## src/rtl/core/sector_cache_lru_lock_macros.svh

```systemverilog
// assertion macros for the sector cache directory
// used by the top level; expects clk and rst_n in scope
`ifndef SECTOR_CACHE_LRU_LOCK_MACROS_SVH
`define SECTOR_CACHE_LRU_LOCK_MACROS_SVH
`ifndef ASSERT_OFF
`define SCL_ASSERT_IMP(lbl, ante, cons) \
  lbl: assert property (@(posedge clk) disable iff (!rst_n) (ante) |-> (cons)) \
    else $error("assertion failed");
`define SCL_ASSERT_NXT(lbl, ante, cons) \
  lbl: assert property (@(posedge clk) disable iff (!rst_n) (ante) |=> (cons)) \
    else $error("assertion failed");
`else
`define SCL_ASSERT_IMP(lbl, ante, cons)
`define SCL_ASSERT_NXT(lbl, ante, cons)
`endif
`endif

```

## src/rtl/core/sclru_pkg.sv

```systemverilog
// shared types and constants of the sector cache directory
// no dependencies
`default_nettype none
package sclru_pkg;

  localparam int ADDR_BITS   = 24;
  localparam int OFFSET_BITS = 7;
  localparam int TAG_BITS    = ADDR_BITS - OFFSET_BITS;
  localparam int OUT_SEC_W   = 3;

  localparam logic [1:0] OP_LOCK  = 2'd0;
  localparam logic [1:0] OP_FREE  = 2'd1;
  localparam logic [1:0] OP_FLUSH = 2'd2;

  typedef struct packed {
    logic [1:0]           operation;
    logic [ADDR_BITS-1:0] address;
  } in_t;

  typedef struct packed {
    logic                 success;
    logic [OUT_SEC_W-1:0] sector;
    logic                 hit;
  } out_t;

  typedef struct packed {
    logic init;
    logic shift;
    logic put_front;
  } lru_ctl_t;

endpackage
`default_nettype wire

```

## src/rtl/core/sclru_lru.sv

```systemverilog
// lru stack of sector indices, mru at position 0
// depends on sclru_pkg
`default_nettype none
module sclru_lru
  import sclru_pkg::*;
#(
  parameter int NUM_SECTORS = 8
) (
  input  wire logic                           clk,
  input  wire logic                           rst_n,
  input  wire lru_ctl_t                       ctl,
  input  wire logic [$clog2(NUM_SECTORS)-1:0] rd_idx,
  input  wire logic [$clog2(NUM_SECTORS)-1:0] wr_idx,
  input  wire logic [$clog2(NUM_SECTORS)-1:0] wr_sel,
  output logic      [$clog2(NUM_SECTORS)-1:0] rd_data
);

  localparam int SEC_W = $clog2(NUM_SECTORS);

  logic [SEC_W-1:0] order_r [NUM_SECTORS];

  assign rd_data = order_r[rd_idx];

  always_ff @(posedge clk) begin
    if (!rst_n || ctl.init) begin
      for (int p = 0; p < NUM_SECTORS; p++) begin
        order_r[p] <= SEC_W'(NUM_SECTORS - 1 - p);
      end
    end else if (ctl.put_front) begin
      order_r[0] <= wr_sel;
    end else if (ctl.shift) begin
      order_r[wr_idx] <= rd_data;
    end
  end

endmodule
`default_nettype wire

```

## src/rtl/core/sector_cache_lru_lock.sv

```systemverilog
// channel   ports                      transfer when
// input     start, busy, in_data       start high and busy low
// result    out_strobe, out_data       out_strobe high (one cycle, no stall)
//
// free, flush and unused codes: result in the cycle after the input transfer
// lock: tag search, then lru scan (miss) or position search (hit), then stack
//   shift unless every sector is locked (failed result); one shared comparator
// busy is high from a lock transfer until its result strobe
// synchronous reset restores the flushed directory
// depends on sclru_pkg, sclru_lru and sector_cache_lru_lock_macros.svh
`default_nettype none
`include "sector_cache_lru_lock_macros.svh"
module sector_cache_lru_lock
  import sclru_pkg::*;
#(
  parameter int NUM_SECTORS = 8
) (
  input  wire logic clk,
  input  wire logic rst_n,
  input  wire logic start,
  output logic      busy,
  input  wire in_t  in_data,
  output logic      out_strobe,
  output out_t      out_data
);

  localparam int SEC_W = $clog2(NUM_SECTORS);
  localparam logic [SEC_W-1:0] LAST = SEC_W'(NUM_SECTORS - 1);

  localparam logic [2:0] ST_IDLE  = 3'd0;
  localparam logic [2:0] ST_TAG   = 3'd1;
  localparam logic [2:0] ST_SCAN  = 3'd2;
  localparam logic [2:0] ST_FIND  = 3'd3;
  localparam logic [2:0] ST_SHIFT = 3'd4;

  logic [2:0]          state_r, state_nxt;
  logic [SEC_W-1:0]    idx_r, idx_nxt;
  logic [SEC_W-1:0]    sel_r, sel_nxt;
  logic                hit_r, hit_nxt;
  logic [TAG_BITS-1:0] tag_r, tag_nxt;
  logic                strobe_r, strobe_nxt;
  out_t                out_r, out_nxt;

  logic [TAG_BITS-1:0]    tags_r [NUM_SECTORS];
  logic [NUM_SECTORS-1:0] lock_r;

  lru_ctl_t            lru_ctl;
  logic [SEC_W-1:0]    lru_rd_idx;
  logic [SEC_W-1:0]    lru_rd;
  logic [TAG_BITS-1:0] cmp_a, cmp_b;
  logic                cmp_eq;
  logic                tag_we, lock_set, lock_free, flush;
  logic [31:0]         sel_ext;

  sclru_lru #(
    .NUM_SECTORS(NUM_SECTORS)
  ) u_lru (
    .clk    (clk),
    .rst_n  (rst_n),
    .ctl    (lru_ctl),
    .rd_idx (lru_rd_idx),
    .wr_idx (idx_r),
    .wr_sel (sel_r),
    .rd_data(lru_rd)
  );

  assign lru_rd_idx = (state_r == ST_SHIFT) ? idx_r - SEC_W'(1) : idx_r;

  // shared comparator: tag search or stack position search
  assign cmp_a  = (state_r == ST_TAG) ? tags_r[idx_r] : TAG_BITS'(lru_rd);
  assign cmp_b  = (state_r == ST_TAG) ? tag_r : TAG_BITS'(sel_r);
  assign cmp_eq = (cmp_a == cmp_b);

  assign sel_ext = 32'(sel_r);

  always_comb begin
    state_nxt  = state_r;
    idx_nxt    = idx_r;
    sel_nxt    = sel_r;
    hit_nxt    = hit_r;
    tag_nxt    = tag_r;
    strobe_nxt = 1'b0;
    out_nxt    = out_r;
    lru_ctl    = '0;
    tag_we     = 1'b0;
    lock_set   = 1'b0;
    lock_free  = 1'b0;
    flush      = 1'b0;
    case (state_r)
      ST_IDLE: begin
        if (start) begin
          tag_nxt = in_data.address[ADDR_BITS-1:OFFSET_BITS];
          hit_nxt = 1'b0;
          idx_nxt = '0;
          out_nxt = '0;
          case (in_data.operation)
            OP_LOCK: begin
              state_nxt = ST_TAG;
            end
            OP_FREE: begin
              lock_free       = 1'b1;
              strobe_nxt      = 1'b1;
              out_nxt.success = 1'b1;
            end
            OP_FLUSH: begin
              flush           = 1'b1;
              lru_ctl.init    = 1'b1;
              strobe_nxt      = 1'b1;
              out_nxt.success = 1'b1;
            end
            default: begin
              strobe_nxt = 1'b1;
            end
          endcase
        end
      end
      ST_TAG: begin
        if (cmp_eq) begin
          sel_nxt   = idx_r;
          hit_nxt   = 1'b1;
          idx_nxt   = '0;
          state_nxt = ST_FIND;
        end else if (idx_r == LAST) begin
          state_nxt = ST_SCAN;
        end else begin
          idx_nxt = idx_r + SEC_W'(1);
        end
      end
      ST_SCAN: begin
        if (!lock_r[lru_rd]) begin
          sel_nxt   = lru_rd;
          state_nxt = ST_SHIFT;
        end else if (idx_r == '0) begin
          strobe_nxt = 1'b1;
          out_nxt    = '0;
          state_nxt  = ST_IDLE;
        end else begin
          idx_nxt = idx_r - SEC_W'(1);
        end
      end
      ST_FIND: begin
        if (cmp_eq) begin
          state_nxt = ST_SHIFT;
        end else begin
          idx_nxt = idx_r + SEC_W'(1);
        end
      end
      ST_SHIFT: begin
        if (idx_r == '0) begin
          lru_ctl.put_front = 1'b1;
          lock_set          = 1'b1;
          tag_we            = !hit_r;
          strobe_nxt        = 1'b1;
          out_nxt.success   = 1'b1;
          out_nxt.sector    = sel_ext[OUT_SEC_W-1:0];
          out_nxt.hit       = hit_r;
          state_nxt         = ST_IDLE;
        end else begin
          lru_ctl.shift = 1'b1;
          idx_nxt       = idx_r - SEC_W'(1);
        end
      end
      default: begin
        state_nxt = ST_IDLE;
      end
    endcase
  end

  always_ff @(posedge clk) begin
    if (!rst_n) begin
      state_r  <= ST_IDLE;
      strobe_r <= 1'b0;
    end else begin
      state_r  <= state_nxt;
      strobe_r <= strobe_nxt;
    end
  end

  always_ff @(posedge clk) begin
    idx_r <= idx_nxt;
    sel_r <= sel_nxt;
    hit_r <= hit_nxt;
    tag_r <= tag_nxt;
    out_r <= out_nxt;
  end

  // directory tags and lock bits
  always_ff @(posedge clk) begin
    if (!rst_n || flush) begin
      lock_r <= '0;
      for (int s = 0; s < NUM_SECTORS; s++) begin
        tags_r[s] <= '1;
      end
    end else begin
      if (lock_free) begin
        lock_r <= '0;
      end else if (lock_set) begin
        lock_r[sel_r] <= 1'b1;
      end
      if (tag_we) begin
        tags_r[sel_r] <= tag_r;
      end
    end
  end

  assign busy       = (state_r != ST_IDLE);
  assign out_strobe = strobe_r;
  assign out_data   = out_r;

  `SCL_ASSERT_IMP(a_strobe_idle, out_strobe, !busy)
  `SCL_ASSERT_NXT(a_lock_busy, start && !busy && in_data.operation == OP_LOCK, busy)
  `SCL_ASSERT_NXT(a_quick_result, start && !busy && in_data.operation != OP_LOCK, out_strobe)
  `SCL_ASSERT_IMP(a_hit_success, out_strobe && out_data.hit, out_data.success)

endmodule
`default_nettype wire
```

## config.mk

```make
export PLATFORM = sky130hd
export DESIGN_NAME = sector_cache_lru_lock
export DESIGN_NICKNAME = d
export VERILOG_FILES = /design/src/rtl/core/sclru_pkg.sv /design/src/rtl/core/sclru_lru.sv /design/src/rtl/core/sector_cache_lru_lock.sv
export VERILOG_INCLUDE_DIRS = /design/src /design/src/rtl/core
export SDC_FILE = /design/constraint.sdc
export NUM_CORES = 1
export LEC_CHECK = 0
export ABC_CLOCK_PERIOD_IN_PS = 4550
export BUFFER_PORTS_ARGS = -buffer_cell sky130_fd_sc_hd__buf_4
export CAP_MARGIN = 0
export CELL_PAD_IN_SITES_DETAIL_PLACEMENT = 1
export CELL_PAD_IN_SITES_GLOBAL_PLACEMENT = 1
export CORE_ASPECT_RATIO = 0.9
export CORE_UTILIZATION = 50
export DETAILED_ROUTE_END_ITERATION = 6
export MAX_ROUTING_LAYER = met4
export PLACE_DENSITY_LB_ADDON = 0.1
export SLEW_MARGIN = 20
export SYNTH_ARGS = -nofsm -noshare
export SYNTH_HDL_FRONTEND = slang
export SYNTH_SLANG_ARGS = --single-unit
```

## constraint.sdc

```tcl
create_clock -name clk -period 4.55 [get_ports clk]
set_input_delay 0.6825 -clock clk [delete_from_list [all_inputs] [get_ports clk]]
set_output_delay 0.6825 -clock clk [all_outputs]
set_load 0.01 [all_outputs]
```

==> results of run 1 <==
## cells by family after synthesis
group | count (synthesis) | share of synthesized area
mux | 80 | 0.118
fa+ha+maj | 7 | 0.00894
compound gates | 68 | 0.0476
flops | 204 | 0.610
simple gates | 303 | 0.175
buf+inv | 49 | 0.0213
xor+xnor | 21 | 0.0195
## per-stage QoR
| stage | cells | instance area, sq um | utilization |
|---|---|---|---|
| final | 1044 | 11100 | 0.581 |
| after global placement | 1006 | 10400 | 0.544 |
| after CTS | 1044 | 11100 | 0.581 |
| after floorplan | 732 | 9800 | - |
| after global routing | 1044 | 11100 | 0.581 |
| after detailed placement | 1006 | 10400 | 0.544 |
## layer usage
metal	GRT usage	wire length (um)	vias to the layer above
met5	-	0	-
met4	0.0737	590	0
met3	0.0277	705	37
met2	0.482	13600	114
met1	0.331	10700	3213
li1	-	-	2804
## power by group through the flow
stage	combinational, mW	sequential [mW]	clock, mW
after floorplan	0.238	2.14	0
after global placement	0.361	2.16	0
after detailed placement	0.371	2.17	0
after CTS	0.372	2.13	1.81
after global routing	0.394	2.13	1.86
final	0.371	2.13	1.78
## final cells by class
| class | count | area (sq um) |
|---|---|---|
| fill | 1861 | 8020 |
| timing repair buffer | 62 | 478 |
| clock buffer | 26 | 587 |
| multi-input combinational | 479 | 3610 |
| clock inverter | 12 | 125 |
| sequential | 204 | 5980 |
| tap | 250 | 313 |
| inverter | 11 | 41.3 |
## state kept, by name, indices dropped and copies added (netlist names), named ones only
| signal | flops |
|---|---|
| idx_r | 3 |
| tag_r | 17 |
| tags_r | 136 |
| out_data | 5 |
| hit_r | 1 |
| lock_r | 8 |
| out_strobe | 1 |
| u_lru.order_r | 24 |
| state_r | 3 |
| sel_r | 3 |
## worst max path at each step
stage                        endpoint  slack [ps]
after floorplan           out_data[0]         700
after global placement    out_data[0]         710
after detailed placement    flip-flop         570
after CTS                   flip-flop         590
after global routing        flip-flop         310
final                       flip-flop         590
## worst reg2reg max path: stages (launching register included)
cell       delay (ps)
dfxtp_1           560
or3b_1            560
a32oi_1           350
nor4b_2           450
nor2_1            190
a2111oi_0         620
nor4b_1           140
buf_4             170
nand2_1           110
a32o_1            230
inv_2             100
a21o_1            180
o31ai_1           130
## cells in the final DEF, fill, tap and decap left out, types with 7 or more instances in the layout
cell       count
edfxtp_1     189
or2_2        120
buf_4         61
nand2_1       50
mux2i_1       42
nor2_1        39
mux4_2        23
clkbuf_16     23
nand3_1       21
nand2b_1      21
a21oi_1       18
dfxtp_1       13
xnor2_1       12
mux2_2        11
o21ai_0       11
inv_1          9
and2_1         8
xor2_1         8
clkinv_1       8
ha_1           7
==> impl_metrics.yaml, run 1 <==
setup_path:
  path_buf_inv: 2
  crit_start: "state_r[2]"
  cp-end-kind: "flip-flop"
  cp.depth: 12
  critPathLaunchType: "flip-flop"
  crit_chain: "or3b_1 -> a32oi_1 -> nor4b_2 -> nor2_1 -> a2111oi_0 -> nor4b_1 -> buf_4 -> nand2_1 -> a32o_1 -> inv_2 -> a21o_1 -> o31ai_1"
  max_stage_delay_ps: 620
  critPathTopFamily: "compound AO/OA/AOI/OAI gates"
  r2r_slack_ps: 590
  path_class: "reg2reg"
  reg2reg_from: "state_r[2]"
  cp_max_fo: 12
  reg2regPathDepth: 12
  cpMaxStageDelayCell: "a2111oi_0"
  required_ps: 4890
  crit_arrival_ps: 4300
clocking:
  cts-root-buf: "clkbuf_16"
  clock_latency_ps: 490
  cts_buffers: 22
  cts_resized: 0
  cts_buffer_depth: 3
  postCtsHoldBufs: 0
  cts_tree: "built"
  cts_setup_buffers: 0
  path_clk_slew_ps: 60
  cts_max_level: 1
  clock-sinks: 204
die:
  num_rows: 48
  die_x_um: 150
  die_area_sq_mm: 0.0202
  pin_count: 36
  coreArea_sq_mm: 0.0192
  die_h_um: 135
  initial_core_util: 0.511
global_route:
  antenna_found_initial: 0
  grt_use_total: 0.272
  grt_max_degree: 33
  grt_pass1_vias: 6756
  grt-ovfl-total: 0
  grt_pass1_wl_um: 39300
final_layout:
  syn_to_final_growth_pct: 13.7
  drive_gt1_frac: 0.325
  diodes: 0
  fin_nets: 816
power:
  cellInternalPower_mw: 3.30
  swShare: 0.227
  comb_power_share: 0.087
  p_total_mw: 4.27
  vdd_drop_max_uv: 265
  switching_power_mw: 0.971
  powerDensity_mw_per_mm2: 384
  p_seq_frac: 0.498
  power.leakage_nw: 3.30
  power.share.clock: 0.416
timing:
  drv_slew: 0
  fin_crit_ps: 3960
  finalSetupTns_ps: 0
  max_freq_mhz: 252
  hold_viol: 0
  worst_slew_pin_slew_ps: 907
  rsz0062_at_grt: "no"
  whs_ps: 360
  slew_headroom: 0.394
  setup_viol_count_final: 0
  fin_skew_ps: 6.56
  finalCritPeriodShare: 0.871
  fin_ws_ps: 589
yosys:
  synth_top_cell_area_share: 0.579
  ys.warnings.count: 0
  ys_seq_area_frac: 0.610
  synth_cells: 732
  synth.avg_cell_area_sq_um: 13.4
  synthArstFlopShare: 0
  synth_area_leaders: "edfxtp_1 (58%), or2_2 (7.7%), mux4_2 (5.3%)"
  yosys.area.top_type: "edfxtp_1"
  synth-seq-cells: 204
  synth.distinct_cells: 67
  netlist_top_cells_count: "edfxtp_1 (189), or2_2 (120), nand2_1 (50)"
  synth_most_common_cell: "edfxtp_1"
  synth_top_flop_cell: "edfxtp_1"
  synth_area_sq_mm: 0.00980
  syn-num-nets: 768
  synth_edf_count: 189
worst_hold_path:
  min_to: "tag_r[11]"
  hp-start: "in_data[18]"
  hold_class: "in2reg"
  holdPathStages: 1
detailed_routing:
  drt-vias-per-instance: 5.91
  drt-total-wl_um: 25500
  wl_per_cell_um: 24.5
  first_pass_iters: 4
  ant_nets: 0
  drc: 0
  drt_iter0_drc: 315
  vias: 6168
outcome:
  status: "finished clean"
placed_design:
  dpl_worst_slack_ps: 570
  portBuffers: 28
  gp_congestion: 0.857
  dp_hpwl_um: 16200
flow_run:
  cap_violations: 0
Power figures use the tool's default switching activity.
==> run 2: changes to the inputs <==
--- a/config.mk
+++ b/config.mk
@@ -6,13 +6,14 @@
 export SDC_FILE = /design/constraint.sdc
 export NUM_CORES = 1
 export LEC_CHECK = 0
+export ABC_AREA = 1
 export ABC_CLOCK_PERIOD_IN_PS = 4550
 export BUFFER_PORTS_ARGS = -buffer_cell sky130_fd_sc_hd__buf_4
 export CAP_MARGIN = 0
 export CELL_PAD_IN_SITES_DETAIL_PLACEMENT = 1
 export CELL_PAD_IN_SITES_GLOBAL_PLACEMENT = 1
 export CORE_ASPECT_RATIO = 0.9
-export CORE_UTILIZATION = 50
+export CORE_UTILIZATION = 48
 export DETAILED_ROUTE_END_ITERATION = 6
 export MAX_ROUTING_LAYER = met4
 export PLACE_DENSITY_LB_ADDON = 0.1
==> run 2 against run 1 <==
Non-clock buffer count shrank 21. Critical path type unchanged. Largest cell class unchanged. Combinational power grew to 5.2 times the previous value. Routed wire length grew 7.7%. Highest routed layer unchanged.
==> impl_metrics.yaml, run 2 <==
global_route:
  grt_use_total: 0.277
  grt-ovfl-total: 0
  antenna_found_initial: 0
  grt_max_degree: 72
  grt_pass1_wl_um: 42900
  grt_pass1_vias: 7844
timing:
  rsz0062_at_grt: "no"
  finalSetupTns_ps: 0
  worst_slew_pin_slew_ps: 1050
  finalCritPeriodShare: 0.759
  slew_headroom: 0.299
  drv_slew: 0
  setup_viol_count_final: 0
  fin_crit_ps: 3460
  fin_ws_ps: 1090
  fin_skew_ps: 9.80
  max_freq_mhz: 289
  hold_viol: 0
yosys:
  synth.avg_cell_area_sq_um: 9.04
  synth_cells: 1089
  synth-seq-cells: 204
  syn-num-nets: 1125
  synth_area_sq_mm: 0.00985
  synth_top_cell_area_share: 0.576
  ys_seq_area_frac: 0.607
  ys.warnings.count: 0
  synth_top_flop_cell: "edfxtp_1"
  synth.distinct_cells: 37
  synthArstFlopShare: 0
  synth_area_leaders: "edfxtp_1 (58%), nand2_1 (16%), nand3_1 (6.7%)"
  synth_edf_count: 189
  netlist_top_cells_count: "nand2_1 (421), edfxtp_1 (189), nand3_1 (131)"
  yosys.area.top_type: "edfxtp_1"
  synth_most_common_cell: "nand2_1"
final_layout:
  fin_nets: 1154
  drive_gt1_frac: 0.0898
  diodes: 0
  fill_cells: 2295
  fin_cells: 1391
  layout_common_cells: "nand2_1 (421), edfxtp_1 (189), nand3_1 (131), inv_1 (100), nor2_1 (67)"
  layout_commonest_cell: "nand2_1"
  syn_to_final_growth_pct: 11.8
  top_regs: "tags_r: 136 flops, u_lru.order_r: 24 flops, tag_r: 17 flops"
  top_register: "tags_r"
  largest_register_ffs: 136
setup_path:
  r2r-end: "tags_r[7][4]"
  crit_arrival_ps: 3670
  crit_start: "idx_r[0]"
  required_ps: 4760
  cp-end-kind: "flip-flop"
  crit_chain: "inv_1 -> ha_1 -> nand2_1 -> nor2_4 -> inv_1 -> nor2_1 -> inv_1 -> nor2_2 -> inv_1 -> o21ai_2 -> buf_4"
  r2r_slack_ps: 1090
  crit_top_cell: "inv_1"
  path_class: "reg2reg"
  cpMaxStageDelayCell: "o21ai_2"
  cp_max_fo: 11
  max_stage_delay_ps: 510
  reg2regPathDepth: 11
  critPathLaunchType: "flip-flop"
  reg2reg_from: "idx_r[0]"
worst_hold_path:
  holdPathStages: 1
  min_to: "tag_r[13]"
  hp-start: "in_data[20]"
  hold_class: "in2reg"
detailed_routing:
  ant_nets: 0
  drt-total-wl_um: 27500
  drt-vias-per-instance: 5.49
  drc: 0
  wl_per_cell_um: 19.8
  drt_iter0_drc: 451
  first_pass_iters: 5
  vias: 7640
clocking:
  cts_buffer_depth: 3
  cts_buffers: 24
  cts_setup_buffers: 0
  clock-sinks: 204
  postCtsHoldBufs: 0
  cts_max_level: 1
  cts_resized: 0
  cts-root-buf: "clkbuf_16"
  path_clk_slew_ps: 60
  cts_tree: "built"
  clock_latency_ps: 520
power:
  power.leakage_nw: 4.16
  powerDensity_mw_per_mm2: 542
  vdd_drop_max_uv: 326
placed_design:
  gp_congestion: 0.822
  dpl_worst_slack_ps: 1090
  dp_hpwl_um: 17200
  portBuffers: 28
  dpl.cell_count: 1347
flow_run:
  cap_violations: 0
die:
  initial_core_util: 0.491
  die_area_sq_mm: 0.0211
  die_h_um: 138
  pin_count: 36
  num_rows: 49
  coreArea_sq_mm: 0.0200
  die_x_um: 153
outcome:
  status: "finished clean"
-- run 2: worst max-delay path by stage --
| stage | end | slack [ps] | cells after the start |
|---|---|---|---|
| 3_3_place_gp | tags_r[7][10] | 1200 | 11 |
| 5_1_grt | tags_r[7][10] | 810 | 11 |
| 3_5_place_dp | tags_r[7][10] | 1090 | 11 |
| 6_report | tags_r[7][4] | 1090 | 11 |
| 4_1_cts | tags_r[7][10] | 1070 | 11 |
| 2_1_floorplan | tags_r[6][0] | 1140 | 10 |
-- run 2: per-stage QoR --
step	util	power (mW)	instance area [sq um]	hold WS, ps
after floorplan	-	3.59	9850	442
after global routing	0.549	6.26	11000	321
final	0.549	5.96	11000	331
after CTS	0.549	5.98	11000	316
after global placement	0.512	4.10	10300	466
after detailed placement	0.512	4.15	10300	472
-- run 2: report_power, final --
| part | internal [mW] | switching (mW) | total [mW] |
|---|---|---|---|
| clock | 1.05 | 0.767 | 1.82 |
| sequential | 2.16 | 0.0679 | 2.23 |
| combinational | 0.506 | 1.41 | 1.92 |
| total | 3.72 | 2.24 | 5.96 |
-- run 2: kinds of logic after synthesis --
| group | Yosys count | share of synthesized area |
|---|---|---|
| XOR/XNOR | 2 | 0.00178 |
| adder cells (fa/ha/maj) | 7 | 0.00889 |
| AO/OA/AOI/OAI | 60 | 0.0362 |
| buffers and inverters | 166 | 0.0704 |
| AND/OR/NAND/NOR | 650 | 0.276 |
| flip-flops | 204 | 0.607 |
-- run 2: metal layers --
layer,GRT usage,vias to the layer above,wire (um),part of all wire
li1,-,3621,-,-
met1,0.373,3817,12700,0.46
met2,0.453,163,13000,0.47
met3,0.0366,39,1430,0.052
met4,0.0606,0,427,0.016
met5,-,-,0,0
-- run 2: cell type report --
cell class / count / area, sq um / share of cell area
sequential: 204 / 5980 / 0.543
multi-input combinational: 719 / 3190 / 0.290
clock buffer: 34 / 689 / 0.0626
inverter: 128 / 480 / 0.0436
tap: 255 / 319 / 0.0290
timing repair buffer: 41 / 308 / 0.0280
clock inverter: 10 / 46.3 / 0.00421
-- run 2: worst max-delay path: cells and delay by family (launching register included) --
| kind | cells | cell delay, ps |
|---|---|---|
| simple gates | 4 | 870 |
| compound gates | 1 | 510 |
| fa+ha+maj | 1 | 200 |
| flops | 1 | 500 |
| buf+inv | 5 | 1040 |
==> run 3: changes to the inputs <==
--- a/config.mk
+++ b/config.mk
@@ -7,7 +7,7 @@
 export NUM_CORES = 1
 export LEC_CHECK = 0
 export ABC_AREA = 1
-export ABC_CLOCK_PERIOD_IN_PS = 4550
+export ABC_CLOCK_PERIOD_IN_PS = 3350
 export BUFFER_PORTS_ARGS = -buffer_cell sky130_fd_sc_hd__buf_4
 export CAP_MARGIN = 0
 export CELL_PAD_IN_SITES_DETAIL_PLACEMENT = 1
==> constraint.sdc (replaced) <==
create_clock -name clk -period 3.35 [get_ports clk]
set_input_delay 0.5025 -clock clk [delete_from_list [all_inputs] [get_ports clk]]
set_output_delay 0.5025 -clock clk [all_outputs]
set_load 0.01 [all_outputs]
==> run 3 against run 2 <==
Maximum frequency increased by 11%. Largest cell class unchanged. Largest power group unchanged. Clock power grew 37%. Critical path type unchanged. Routed wire length fell by 0.74%. Combinational power rose by 43%. Non-clock buffer count grew 19. Sequential power increased by 36%. Count of clock-buffer cells in the layout is 10 lower. Final cell count up 1.1%. Hold slack got worse by 170 ps.
==> impl_metrics.yaml, run 3 (synthesized netlist as in run 2, its figures left out) <==
die:
  num_rows: 49
  pin_count: 36
  die_h_um: 138
  coreArea_sq_mm: 0.0200
  die_x_um: 153
  initial_core_util: 0.491
  die_area_sq_mm: 0.0211
global_route:
  grt-ovfl-total: 0
  antenna_found_initial: 0
  grt_max_degree: 72
  grt_pass1_wl_um: 43000
  grt_pass1_vias: 7955
  grt_use_total: 0.278
detailed_routing:
  wl_met3_um: 1220
  drt_iter0_drc: 502
  maxUsedRoutingLayer: "met4"
  vias: 7653
  drt-vias-per-instance: 5.44
  wl_met1_um: 12300
  drc: 0
  first_pass_iters: 5
  ant_nets: 0
  met2WireLength_um: 13200
  drt-total-wl_um: 27300
  wl_per_cell_um: 19.4
power:
  power.leakage_nw: 4.26
  powerDensity_mw_per_mm2: 737
  vdd_drop_max_uv: 509
  p_total_mw: 8.26
setup_path:
  crit_start: "idx_r[1]"
  crit_arrival_ps: 3320
  required_ps: 3550
  reg2regPathDepth: 16
  cp-end-kind: "flip-flop"
  path_class: "reg2reg"
  crit_chain: "inv_1 -> buf_4 -> ha_1 -> xnor2_1 -> o21ai_2 -> inv_1 -> nand3_2 -> nand2_4 -> nand2_1 -> nand3_1 -> nand2_1 -> nor2_2 -> nand4_2 -> nand2_1 -> nor2_1 -> nor2_4"
  critPathLaunchType: "flip-flop"
  cp_max_fo: 16
  path_buf_inv: 3
  critPathTopFamily: "simple AND/OR/NAND/NOR gates"
  endpoint: "idx_r[2]"
  cp.depth: 16
  crit_top_cell: "nand2_1"
  reg2reg_from: "idx_r[1]"
  max_stage_delay_ps: 470
  r2r-end: "idx_r[2]"
  cpMaxStageDelayCell: "edfxtp_1"
  r2r_slack_ps: 230
flow_run:
  cap_violations: 0
placed_design:
  dpl_worst_slack_ps: 232
  gp_congestion: 0.836
  portBuffers: 28
  dp_hpwl_um: 17400
  dpl.cell_count: 1364
  dpl_cell_area_sq_mm: 0.0105
final_layout:
  design_area_sq_mm: 0.0112
  diodes: 0
  top_register: "tags_r"
  fin_cells: 1406
  syn_to_final_growth_pct: 13.8
  top_regs: "tags_r: 136 flops, u_lru.order_r: 24 flops, tag_r: 17 flops"
  register_area_sq_mm: 0.00598
  layout_commonest_cell: "nand2_1"
  layout_common_cells: "nand2_1 (421), edfxtp_1 (189), nand3_1 (131), inv_1 (100), nor2_1 (67)"
  multi_input_area_sq_mm: 0.00319
  drive_gt1_frac: 0.104
  fill_cells: 2312
  fin_nets: 1172
  utilization: 0.559
  largest_register_ffs: 136
clocking:
  postCtsHoldBufs: 0
  path_clk_slew_ps: 60
  cts_tree: "built"
  clock-sinks: 204
  cts_buffers: 23
  cts-root-buf: "clkbuf_16"
  cts_buffer_depth: 3
  cts_max_level: 1
  clock_latency_ps: 520
timing:
  max_freq_mhz: 320
  rsz0062_at_grt: "no"
  fin_crit_ps: 3120
  hold_viol: 0
  worst_slew_pin_slew_ps: 701
  finalCritPeriodShare: 0.932
  setup_viol_count_final: 0
  fin_skew_ps: 23.0
  whs_ps: 160
  slew_headroom: 0.530
  drv_slew: 0
  finalSetupTns_ps: 0
  fin_ws_ps: 228
outcome:
  status: "finished clean"
worst_hold_path:
  hold_class: "in2reg"
[run 3: cell count changes in the layout (fill, tap and decap cells not counted), sizes merged]
cell | before | now
buf | 41 | 60
bufinv | 0 | 3
clkbuf | 34 | 24
clkinv | 34 | 35
clkinvlp | 1 | 2
inv | 103 | 104
[run 3: timing repair]
| action | 4_1_cts | 5_1_grt |
|---|---|---|
| buffers inserted | 0 | 2 |
| resized for setup | 0 | 1 |
| hold endpoints to repair | 0 | 0 |
| endpoints found under the setup margin | 0 | 13 |
[run 3: power breakdown]
part / switching, mW / internal, mW / leakage (nW)
clock network: 1.02 / 1.48 / 0.352
registers: 0.0920 / 2.93 / 1.55
logic: 1.94 / 0.796 / 2.36
total: 3.05 / 5.21 / 4.26
[run 3: worst min path at each step]
stage	end	slack [ps]	cells after the start	from
after floorplan	lock_r[6]	440	2	lock_r[6]
after global placement	lock_r[0]	470	2	lock_r[0]
after detailed placement	lock_r[2]	480	2	lock_r[2]
after CTS	tag_r[11]	150	1	in_data[18]
after global routing	tag_r[11]	140	1	in_data[18]
final	tag_r[11]	160	1	in_data[18]
[run 3: worst reg2reg max path: cells and delay by family (launching register included)]
family,cells,cell delay [ps]
and+or+nand+nor,10,1290
DFF,1,470
buffers and inverters,3,400
xor gates and xnor gates,1,320
adders and majority gates,1,190
AOI/OAI and AO/OA,1,140
[run 3: layer usage]
metal / GRT usage / vias up
met3: 0.0350 / 49
met5: - / -
met4: 0.0763 / 0
met1: 0.362 / 3768
li1: - / 3658
met2: 0.465 / 178
[run 3: area by class of cell]
cell class,count,share of cell area
inverter,128,0.0429
tap,255,0.0285
clock inverter,16,0.0137
multi-input combinational,719,0.285
sequential,204,0.534
clock buffer,24,0.0517
timing repair buffer,60,0.0447
